==> config.mk <==
export PLATFORM = sky130hd
export DESIGN_NAME = heading_pid_controller_flat
export DESIGN_NICKNAME = d
export VERILOG_FILES = /design/src/sv/hpid_pkg.sv /design/src/sv/hpid_if.sv /design/src/sv/hpid_cfg_regs.sv /design/src/sv/hpid_update.sv /design/src/sv/hpid_sum.sv /design/src/sv/heading_pid_controller.sv /design/src/flat_wrapper.sv
export SDC_FILE = /design/constraint.sdc
export NUM_CORES = 2
export LEC_CHECK = 0
export BUFFER_PORTS_ARGS = -buffer_cell sky130_fd_sc_hd__buf_2
export CORE_ASPECT_RATIO = 1.5
export CORE_MARGIN = 2
export CORE_UTILIZATION = 40
export DETAILED_ROUTE_END_ITERATION = 8
export SYNTH_ARGS = -nofsm -noshare
export SYNTH_HDL_FRONTEND = slang
export SYNTH_SLANG_ARGS = --single-unit
==> constraint.sdc <==
create_clock -name clk -period 15.8 [get_ports clk]
set_input_delay 0.79 -clock clk [delete_from_list [all_inputs] [get_ports clk]]
set_output_delay 0.79 -clock clk [all_outputs]
set_load 0.02 [all_outputs]
==> src/sv/hpid_pkg.sv <==
// ----------------------------------------------------------------------------
// hpid_pkg
// Shared types and constants of the heading PID controller.
// ----------------------------------------------------------------------------
package hpid_pkg;

	localparam int GAIN_FRAC_BITS_DEF = 8;

	localparam int OP_W     = 2;
	localparam int ANGLE_W  = 16;
	localparam int GAIN_W   = 16;
	localparam int LIMIT_W  = 31;
	localparam int DRIVE_W  = 32;
	localparam int ERR_W    = 16;
	localparam int DERIV_W  = 17;
	localparam int SUM_W    = 32;
	localparam int MAG_W    = 15;

	localparam int CFG_INDEX_W = 3;
	localparam int CFG_DATA_W  = 31;

	// angles in centidegrees
	localparam int WRAP_W = 18;
	localparam logic [WRAP_W-1:0] FULL_TURN = WRAP_W'(360 * 100);
	localparam logic [WRAP_W-1:0] HALF_TURN = WRAP_W'(180 * 100);

	typedef enum logic [OP_W-1:0] {
		OP_HEADING  = 2'd0,
		OP_SETPOINT = 2'd1,
		OP_TICK     = 2'd2
	} op_t;

	localparam logic [CFG_INDEX_W-1:0] REG_PROP_GAIN   = 3'd0;
	localparam logic [CFG_INDEX_W-1:0] REG_DERIV_GAIN  = 3'd1;
	localparam logic [CFG_INDEX_W-1:0] REG_INTEG_GAIN  = 3'd2;
	localparam logic [CFG_INDEX_W-1:0] REG_INTEG_LIMIT = 3'd3;
	localparam logic [CFG_INDEX_W-1:0] REG_RESET_THR   = 3'd4;

	localparam logic [GAIN_W-1:0]  PROP_GAIN_RST  = 16'd256;
	localparam logic [GAIN_W-1:0]  DERIV_GAIN_RST = 16'd0;
	localparam logic [GAIN_W-1:0]  INTEG_GAIN_RST = 16'd0;
	localparam logic [LIMIT_W-1:0] INTEG_LIMIT_RST = 31'd100000;
	localparam logic [LIMIT_W-1:0] RESET_THR_RST   = 31'd10000;

	typedef struct packed {
		logic [GAIN_W-1:0]  prop_gain;
		logic [GAIN_W-1:0]  deriv_gain;
		logic [GAIN_W-1:0]  integ_gain;
		logic [LIMIT_W-1:0] integ_limit;
		logic [LIMIT_W-1:0] reset_threshold;
	} cfg_t;

	typedef struct packed {
		logic signed [ERR_W-1:0]   err;
		logic signed [DERIV_W-1:0] deriv;
		logic signed [SUM_W-1:0]   integ;
	} tick_t;

endpackage

==> src/sv/hpid_if.sv <==
// ----------------------------------------------------------------------------
// hpid_cmd_if / hpid_rsp_if
// Valid/ready channels for command beats and result beats.
// ----------------------------------------------------------------------------
interface hpid_cmd_if;
	logic                           valid;
	logic                           ready;
	logic [hpid_pkg::OP_W-1:0]      operation;
	logic [hpid_pkg::ANGLE_W-1:0]   angle;

	modport source (output valid, output operation, output angle, input ready);
	modport sink   (input valid, input operation, input angle, output ready);
endinterface

interface hpid_rsp_if;
	logic                                valid;
	logic                                ready;
	logic signed [hpid_pkg::DRIVE_W-1:0] drive;
	logic signed [hpid_pkg::ERR_W-1:0]   heading_error;

	modport source (output valid, output drive, output heading_error, input ready);
	modport sink   (input valid, input drive, input heading_error, output ready);
endinterface

==> src/sv/hpid_cfg_regs.sv <==
// ----------------------------------------------------------------------------
// hpid_cfg_regs
// Gain, limit and threshold registers behind the write port.
// ----------------------------------------------------------------------------
module hpid_cfg_regs (
	input  logic                                clk,
	input  logic                                arst_n,
	input  logic                                cfg_wen,
	input  logic [hpid_pkg::CFG_INDEX_W-1:0]    cfg_index,
	input  logic [hpid_pkg::CFG_DATA_W-1:0]     cfg_data,
	output hpid_pkg::cfg_t                      cfg
);

	hpid_pkg::cfg_t cfg_q;

	always_ff @(posedge clk or negedge arst_n) begin
		if (!arst_n) begin
			cfg_q.prop_gain       <= hpid_pkg::PROP_GAIN_RST;
			cfg_q.deriv_gain      <= hpid_pkg::DERIV_GAIN_RST;
			cfg_q.integ_gain      <= hpid_pkg::INTEG_GAIN_RST;
			cfg_q.integ_limit     <= hpid_pkg::INTEG_LIMIT_RST;
			cfg_q.reset_threshold <= hpid_pkg::RESET_THR_RST;
		end else if (cfg_wen) begin
			case (cfg_index)
				hpid_pkg::REG_PROP_GAIN:   cfg_q.prop_gain  <= cfg_data[hpid_pkg::GAIN_W-1:0];
				hpid_pkg::REG_DERIV_GAIN:  cfg_q.deriv_gain <= cfg_data[hpid_pkg::GAIN_W-1:0];
				hpid_pkg::REG_INTEG_GAIN:  cfg_q.integ_gain <= cfg_data[hpid_pkg::GAIN_W-1:0];
				hpid_pkg::REG_INTEG_LIMIT: cfg_q.integ_limit <= cfg_data[hpid_pkg::LIMIT_W-1:0];
				hpid_pkg::REG_RESET_THR:   cfg_q.reset_threshold <= cfg_data[hpid_pkg::LIMIT_W-1:0];
				default: ;
			endcase
		end
	end

	assign cfg = cfg_q;

endmodule

==> src/sv/hpid_update.sv <==
// ----------------------------------------------------------------------------
// hpid_update
// Command register, heading state, wrapped error, derivative and clamped
// integral. Hands tick terms to the summing stage.
// ----------------------------------------------------------------------------
module hpid_update #(
	parameter int GAIN_FRAC_BITS = hpid_pkg::GAIN_FRAC_BITS_DEF
) (
	input  logic                  clk,
	input  logic                  arst_n,
	hpid_cmd_if.sink              cmd,
	input  hpid_pkg::cfg_t        cfg,
	output logic                  valid_s2,
	output hpid_pkg::tick_t       tick_s2,
	input  logic                  s2_ready
);

	localparam int WRAP_W = hpid_pkg::WRAP_W;
	localparam logic [WRAP_W-1:0] TWO_TURNS   = WRAP_W'(hpid_pkg::FULL_TURN * 2);
	localparam logic [WRAP_W-1:0] THREE_TURNS = WRAP_W'(hpid_pkg::FULL_TURN * 3);

	logic                           valid_s1;
	logic [hpid_pkg::OP_W-1:0]      op_s1;
	logic [hpid_pkg::ANGLE_W-1:0]   angle_s1;

	logic [hpid_pkg::ANGLE_W-1:0]   target_q;
	logic [hpid_pkg::ANGLE_W-1:0]   measured_q;
	logic signed [hpid_pkg::ERR_W-1:0] last_err_q;
	logic signed [hpid_pkg::SUM_W-1:0] err_sum_q;
	logic                           first_q;

	logic                           s2_free;
	logic                           is_tick;
	logic                           adv_s1;

	logic [WRAP_W-1:0]              wrap_sum;
	logic [WRAP_W-1:0]              wrap_rem;
	logic signed [hpid_pkg::ERR_W-1:0] err;
	logic [hpid_pkg::ERR_W-1:0]     err_abs;
	logic [hpid_pkg::MAG_W-1:0]     err_mag;
	logic [hpid_pkg::LIMIT_W-1:0]   p_prod;
	logic [hpid_pkg::LIMIT_W-1:0]   p_level;
	logic                           clear;
	logic signed [hpid_pkg::DERIV_W-1:0] deriv_raw;
	logic signed [hpid_pkg::SUM_W:0]     sum_raw;
	logic signed [hpid_pkg::SUM_W:0]     lim;
	logic signed [hpid_pkg::SUM_W-1:0]   sum_clamp;
	hpid_pkg::tick_t                tick;

	assign s2_free   = !valid_s2 || s2_ready;
	assign is_tick   = (op_s1 == hpid_pkg::OP_TICK);
	assign adv_s1    = valid_s1 && (!is_tick || s2_free);
	assign cmd.ready = !valid_s1 || adv_s1;

	// error = ((target - measured) mod full turn) - half turn
	always_comb begin
		wrap_sum = {2'b00, target_q} - {2'b00, measured_q} + TWO_TURNS;
		if (wrap_sum >= THREE_TURNS)
			wrap_rem = wrap_sum - THREE_TURNS;
		else if (wrap_sum >= TWO_TURNS)
			wrap_rem = wrap_sum - TWO_TURNS;
		else if (wrap_sum >= hpid_pkg::FULL_TURN)
			wrap_rem = wrap_sum - hpid_pkg::FULL_TURN;
		else
			wrap_rem = wrap_sum;
		err = signed'(wrap_rem[hpid_pkg::ERR_W-1:0] - hpid_pkg::HALF_TURN[hpid_pkg::ERR_W-1:0]);
	end

	always_comb begin
		err_abs = err[hpid_pkg::ERR_W-1] ? hpid_pkg::ERR_W'(-err) : hpid_pkg::ERR_W'(err);
		err_mag = err_abs[hpid_pkg::MAG_W-1:0];
		p_prod  = hpid_pkg::LIMIT_W'(cfg.prop_gain * err_mag);
		p_level = p_prod >> GAIN_FRAC_BITS;
		clear   = (p_level >= cfg.reset_threshold);

		if (first_q) begin
			deriv_raw = '0;
			sum_raw   = (hpid_pkg::SUM_W+1)'(err);
		end else begin
			deriv_raw = hpid_pkg::DERIV_W'(err) - hpid_pkg::DERIV_W'(last_err_q);
			sum_raw   = (hpid_pkg::SUM_W+1)'(err_sum_q) + (hpid_pkg::SUM_W+1)'(err);
		end

		lim = signed'({2'b00, cfg.integ_limit});
		if (sum_raw > lim)
			sum_clamp = hpid_pkg::SUM_W'(lim);
		else if (sum_raw < -lim)
			sum_clamp = hpid_pkg::SUM_W'(-lim);
		else
			sum_clamp = hpid_pkg::SUM_W'(sum_raw);

		tick.err   = err;
		tick.deriv = clear ? '0 : deriv_raw;
		tick.integ = clear ? '0 : sum_clamp;
	end

	always_ff @(posedge clk or negedge arst_n) begin
		if (!arst_n) begin
			valid_s1 <= 1'b0;
		end else if (cmd.ready) begin
			valid_s1 <= cmd.valid;
		end
	end

	always_ff @(posedge clk) begin
		if (cmd.ready && cmd.valid) begin
			op_s1    <= cmd.operation;
			angle_s1 <= cmd.angle;
		end
	end

	always_ff @(posedge clk or negedge arst_n) begin
		if (!arst_n) begin
			target_q   <= '0;
			measured_q <= '0;
			last_err_q <= '0;
			err_sum_q  <= '0;
			first_q    <= 1'b1;
		end else if (adv_s1) begin
			case (op_s1)
				hpid_pkg::OP_HEADING: begin
					measured_q <= angle_s1;
				end
				hpid_pkg::OP_SETPOINT: begin
					target_q   <= angle_s1;
					last_err_q <= '0;
					err_sum_q  <= '0;
					first_q    <= 1'b0;
				end
				hpid_pkg::OP_TICK: begin
					last_err_q <= tick.err;
					err_sum_q  <= tick.integ;
					first_q    <= 1'b0;
				end
				default: ;
			endcase
		end
	end

	always_ff @(posedge clk or negedge arst_n) begin
		if (!arst_n) begin
			valid_s2 <= 1'b0;
		end else if (s2_free) begin
			valid_s2 <= adv_s1 && is_tick;
		end
	end

	always_ff @(posedge clk) begin
		if (adv_s1 && is_tick) begin
			tick_s2 <= tick;
		end
	end

endmodule

==> src/sv/hpid_sum.sv <==
// ----------------------------------------------------------------------------
// hpid_sum
// Weighted sum of the three terms, floor shift, saturation and the result
// register.
// ----------------------------------------------------------------------------
module hpid_sum #(
	parameter int GAIN_FRAC_BITS = hpid_pkg::GAIN_FRAC_BITS_DEF
) (
	input  logic             clk,
	input  logic             arst_n,
	input  hpid_pkg::cfg_t   cfg,
	input  logic             valid_s2,
	input  hpid_pkg::tick_t  tick_s2,
	output logic             s2_ready,
	hpid_rsp_if.source       rsp
);

	localparam int ACC_W = 52;
	localparam logic signed [ACC_W-1:0] SAT_MAX = ACC_W'(64'sd2147483647);
	localparam logic signed [ACC_W-1:0] SAT_MIN = ACC_W'(-64'sd2147483648);

	logic signed [32:0]      prod_p;
	logic signed [33:0]      prod_d;
	logic signed [48:0]      prod_i;
	logic signed [ACC_W-1:0] acc;
	logic signed [ACC_W-1:0] acc_sh;
	logic signed [hpid_pkg::DRIVE_W-1:0] drive;

	logic                                valid_q;
	logic signed [hpid_pkg::DRIVE_W-1:0] drive_q;
	logic signed [hpid_pkg::ERR_W-1:0]   err_q;

	assign s2_ready = !valid_q || rsp.ready;

	always_comb begin
		prod_p = signed'({1'b0, cfg.prop_gain})  * tick_s2.err;
		prod_d = signed'({1'b0, cfg.deriv_gain}) * tick_s2.deriv;
		prod_i = signed'({1'b0, cfg.integ_gain}) * tick_s2.integ;
		acc    = ACC_W'(prod_p) + ACC_W'(prod_d) + ACC_W'(prod_i);
		acc_sh = acc >>> GAIN_FRAC_BITS;
		if (acc_sh > SAT_MAX)
			drive = hpid_pkg::DRIVE_W'(SAT_MAX);
		else if (acc_sh < SAT_MIN)
			drive = hpid_pkg::DRIVE_W'(SAT_MIN);
		else
			drive = hpid_pkg::DRIVE_W'(acc_sh);
	end

	always_ff @(posedge clk or negedge arst_n) begin
		if (!arst_n) begin
			valid_q <= 1'b0;
		end else if (s2_ready) begin
			valid_q <= valid_s2;
		end
	end

	always_ff @(posedge clk) begin
		if (s2_ready && valid_s2) begin
			drive_q <= drive;
			err_q   <= tick_s2.err;
		end
	end

	assign rsp.valid         = valid_q;
	assign rsp.drive         = drive_q;
	assign rsp.heading_error = err_q;

endmodule

==> src/sv/heading_pid_controller.sv <==
// ----------------------------------------------------------------------------
// heading_pid_controller
// Fixed-point heading PID with integral clamp and integral/derivative reset.
// Throughput: one command beat per cycle while no tick beat waits on a full
// term register. Heading and setpoint beats give no result; a tick beat's
// result passes the command register, term register and result register.
// Reset: registers to defaults, headings and integral cleared, first pass set.
// ----------------------------------------------------------------------------
module heading_pid_controller #(
	parameter int GAIN_FRAC_BITS = hpid_pkg::GAIN_FRAC_BITS_DEF
) (
	input  logic                             clk,
	input  logic                             arst_n,
	hpid_cmd_if.sink                         cmd,
	hpid_rsp_if.source                       rsp,
	input  logic                             cfg_wen,
	input  logic [hpid_pkg::CFG_INDEX_W-1:0] cfg_index,
	input  logic [hpid_pkg::CFG_DATA_W-1:0]  cfg_data
);

	hpid_pkg::cfg_t  cfg;
	logic            valid_s2;
	hpid_pkg::tick_t tick_s2;
	logic            s2_ready;

	hpid_cfg_regs u_cfg (
		.clk       (clk),
		.arst_n    (arst_n),
		.cfg_wen   (cfg_wen),
		.cfg_index (cfg_index),
		.cfg_data  (cfg_data),
		.cfg       (cfg)
	);

	hpid_update #(
		.GAIN_FRAC_BITS (GAIN_FRAC_BITS)
	) u_update (
		.clk      (clk),
		.arst_n   (arst_n),
		.cmd      (cmd),
		.cfg      (cfg),
		.valid_s2 (valid_s2),
		.tick_s2  (tick_s2),
		.s2_ready (s2_ready)
	);

	hpid_sum #(
		.GAIN_FRAC_BITS (GAIN_FRAC_BITS)
	) u_sum (
		.clk      (clk),
		.arst_n   (arst_n),
		.cfg      (cfg),
		.valid_s2 (valid_s2),
		.tick_s2  (tick_s2),
		.s2_ready (s2_ready),
		.rsp      (rsp)
	);

endmodule
==> src/flat_wrapper.sv <==
// flat-port wrapper written by rule: the top's interface ports become plain ports
module heading_pid_controller_flat 
#(
	parameter int GAIN_FRAC_BITS = hpid_pkg::GAIN_FRAC_BITS_DEF
)
  (clk, arst_n, cfg_wen, cfg_index, cfg_data, cmd_valid, cmd_operation, cmd_angle, cmd_ready, rsp_valid, rsp_drive, rsp_heading_error, rsp_ready);
  hpid_cmd_if cmd_i ();
  hpid_rsp_if rsp_i ();
  input  logic clk;
  input  logic arst_n;
  input  logic cfg_wen;
  input  logic [hpid_pkg::CFG_INDEX_W-1:0] cfg_index;
  input  logic [hpid_pkg::CFG_DATA_W-1:0] cfg_data;
  input wire logic [$bits(cmd_i.valid)-1:0] cmd_valid;
  input wire logic [$bits(cmd_i.operation)-1:0] cmd_operation;
  input wire logic [$bits(cmd_i.angle)-1:0] cmd_angle;
  output wire logic [$bits(cmd_i.ready)-1:0] cmd_ready;
  output wire logic [$bits(rsp_i.valid)-1:0] rsp_valid;
  output wire logic [$bits(rsp_i.drive)-1:0] rsp_drive;
  output wire logic [$bits(rsp_i.heading_error)-1:0] rsp_heading_error;
  input wire logic [$bits(rsp_i.ready)-1:0] rsp_ready;
  assign cmd_i.valid = cmd_valid;
  assign cmd_i.operation = cmd_operation;
  assign cmd_i.angle = cmd_angle;
  assign cmd_ready = cmd_i.ready;
  assign rsp_valid = rsp_i.valid;
  assign rsp_drive = rsp_i.drive;
  assign rsp_heading_error = rsp_i.heading_error;
  assign rsp_i.ready = rsp_ready;
  heading_pid_controller #(.GAIN_FRAC_BITS(GAIN_FRAC_BITS)) u_core (.clk(clk), .arst_n(arst_n), .cmd(cmd_i), .rsp(rsp_i), .cfg_wen(cfg_wen), .cfg_index(cfg_index), .cfg_data(cfg_data));
endmodule
==> impl_results.md <==
* Async SR Flop Fraction at 59.7%
* CTS Hold Bufs at 0
* # DRC at 0
* Final hold vios at 0
* Mapped cell area at 63700 um2
* Data arrival time of the critical path at 15360 ps
* R2R Path End: u_core.u_update.tick_s2[42]$_SDFFCE_PP0P_
* Area growth syn-to-layout at 7.59%
* Top cell by count, worst path: o21a_1
* Final clock skew at 43.8 ps
* Rel. slew slack at 11.5%
* Reg-to-reg slack, setup at 930 ps
* Post-synth cell types at 108
* Drt total wl at 175000 um
* Fin crit share at 94.1%
* Starting Density at 40.3%
* Kind of critical path: register to register
* Worst Tran Pin Value at 1330 ps
* GR peak layer: met2
* Total GRT Usage at 22.2%
* EDFF count, synth at 131
* Startpoint types: register
* Largest net degree at the start of global routing at 84
* Setup violations, final at 0
* Yosys warns at 0
* CTS clk-pin slew, worst paths at 70 ps
* Clock Sinks at 325
* Outcome: complete, no violations
* CP endpoint kind: register
* Required time worst endpoint at 16290 ps
* Synth Flop Type: dfrtp_1
* RSZ-0062 raised after global routing: no
* Clock buffer depth at 3
* Htree depth at 2
* Leading cell type in the layout, fill and taps excluded: inv_1
* Max frequency at 67.3 MHz
* Avg Inst Size Synth at 9.49 um2
* Number of slew-limit violations in the final report at 0
* CTS root buf: clkbuf_16
* Vias per Instance at 5.13
* WL/cell at 19.7 um
* DR pass1 iterations at 6
* Leading area contributor after synthesis: fa_1
* Met1 usage at 24.9%
* Die ar. at 163000 um2
* Cells after synthesis at 6717
* Crit path max-delay cell type: xnor2_2
* Clock latency on the worst-skew pair at 660 ps
* Met3 Use GR at 2.69%
* Core footprint at 158000 um2
* Worst-case reg-to-reg path depth at 63
* PortBufs at 106
* Yosys top cell area share at 38.2%
* Share of layout cells above drive strength 1 at 8.26%
* DR iter-0 viols at 2158
* CTS buffer count at 39
* Post-DP Area at 67100 um2
* Initial antenna violation count at 17
* Max FO, Critical Path at 29
* Die Span Y at 493 um
* CTS tree: yes
* Final net count at 8623
* Vias at 45472
* Finished Cell Area at 68600 um2
* Via count of the first global-routing pass at 50780
* Syn nets at 8589
* I/O pin count at 107
* Max stage delay on crit path at 640 ps
* GR Overflow Total at 0
* First-pass GRT wire length at 280000 um
* Worst hold path class: input port to asynchronous set/reset pin
* Yosys reg bits at 325
* Die X at 330 um
* MaxCap Viol Count at 0
* Min cycle time layout at 14870 ps
* Ranking of synthesized cells by area: fa_1, ha_1, inv_1, dfrtp_1, edfxtp_1
* Worst R2R Start: u_core.u_update.target_q[0]$_DFFE_PN0P_
* Sequential fraction of the synthesis area at 13.8%
* Hpwl dp at 148000 um
* Setup TNS at 0 ps
* M2 GR Usage at 41.2%
* Cell Rows at 179
* Commonest cells after routing, fill and taps aside: inv_1, fa_1, nand2_1, ha_1, and2_1
* GP Congestion at 0.893
* Final ANT Viol Nets at 0
repair_timing:
item	in CTS	in global routing
setup buffers	0	6
resized for setup	0	10
hold endpoints to repair	0	0
endpoints found under the setup margin	0	81
worst max-delay path: cells and delay by family, from the launching register on:
kind	cells	cell delay (ps)
buffers and inverters	7	1080
adder cells (fa/ha/maj)	10	3850
flip-flops	1	370
XOR/XNOR	4	1140
AND/OR/NAND/NOR	16	2820
AO/OA/AOI/OAI	26	5400
synthesized netlist by cell type (126+ instances only):
master,n
fa_1,1215
nand2_1,955
inv_1,1424
o21ai_0,126
and2_1,443
nor2_1,190
clkbuf_1,249
ha_1,600
a21oi_1,126
dfrtp_1,181
edfxtp_1,131
xnor2_1,133
layout make-up:
class | instances | area [um2]
clock buffer | 43 | 1000
tap | 2081 | 2600
inverter | 1425 | 5350
clock inverter | 29 | 373
antenna | 7 | 17.5
timing repair buffer | 270 | 1830
fill | 15331 | 89800
multi-input combinational | 4690 | 48600
sequential | 325 | 8800
sequential cells by signal, indices dropped and copies added (netlist names):
register                        cells
u_core.u_cfg.cfg                  110
u_core.u_update.tick_s2            65
u_core.u_sum.rsp.drive             32
u_core.u_update.err_sum_q          32
u_core.u_sum.rsp.heading_error     16
u_core.u_update.angle_s1           16
u_core.u_update.last_err_q         16
u_core.u_update.measured_q         16
u_core.u_update.target_q           16
u_core.u_update.op_s1               2
u_core.u_sum.rsp.valid              1
u_core.u_update.first_q             1
u_core.u_update.valid_s1            1
u_core.u_update.valid_s2            1
logic make-up after synthesis:
kind of cell | after synthesis | share of synthesized area, %
flops | 325 | 13.8
compound gates | 669 | 7.21
buf+inv | 1702 | 10.1
mux | 135 | 2.37
xor+xnor | 172 | 2.44
simple gates | 1899 | 14.1
fa+ha+maj | 1815 | 49.9
worst max-delay path by stage:
stage	from	to
after floorplan	u_core.u_update.target_q[4]$_DFFE_PN0P_	u_core.u_update.tick_s2[39]$_SDFFCE_PP0P_
after global placement	u_core.u_update.target_q[0]$_DFFE_PN0P_	u_core.u_update.tick_s2[39]$_SDFFCE_PP0P_
after global routing	u_core.u_update.target_q[0]$_DFFE_PN0P_	u_core.u_update.err_sum_q[8]$_DFFE_PN0P_
after detailed placement	u_core.u_update.target_q[0]$_DFFE_PN0P_	u_core.u_update.tick_s2[42]$_SDFFCE_PP0P_
after CTS	u_core.u_update.target_q[0]$_DFFE_PN0P_	u_core.u_update.tick_s2[42]$_SDFFCE_PP0P_
final	u_core.u_update.target_q[0]$_DFFE_PN0P_	u_core.u_update.tick_s2[42]$_SDFFCE_PP0P_
through the flow:
| stage | hold WS (ps) | setup WS, ps | utilization (%) | cells |
|---|---|---|---|---|
| after detailed placement | 470 | 796 | 42.4 | 8785 |
| after CTS | 130 | 674 | 43.2 | 8857 |
| final | 139 | 931 | 43.3 | 8870 |
| after global placement | 461 | 753 | 42.4 | 8785 |
| after floorplan | 450 | 1340 | - | 6717 |
| after global routing | 174 | 17.5 | 43.3 | 8866 |
routing by layer:
layer | vias up | routed length [um]
met1 | 23430 | 65700
met2 | 975 | 92500
met4 | 6 | 9180
met5 | - | 35
met3 | 362 | 7180
li1 | 20699 | -
Power is not shown: default switching activity piles up to over one toggle a cycle in this logic, so the estimate is an artifact.
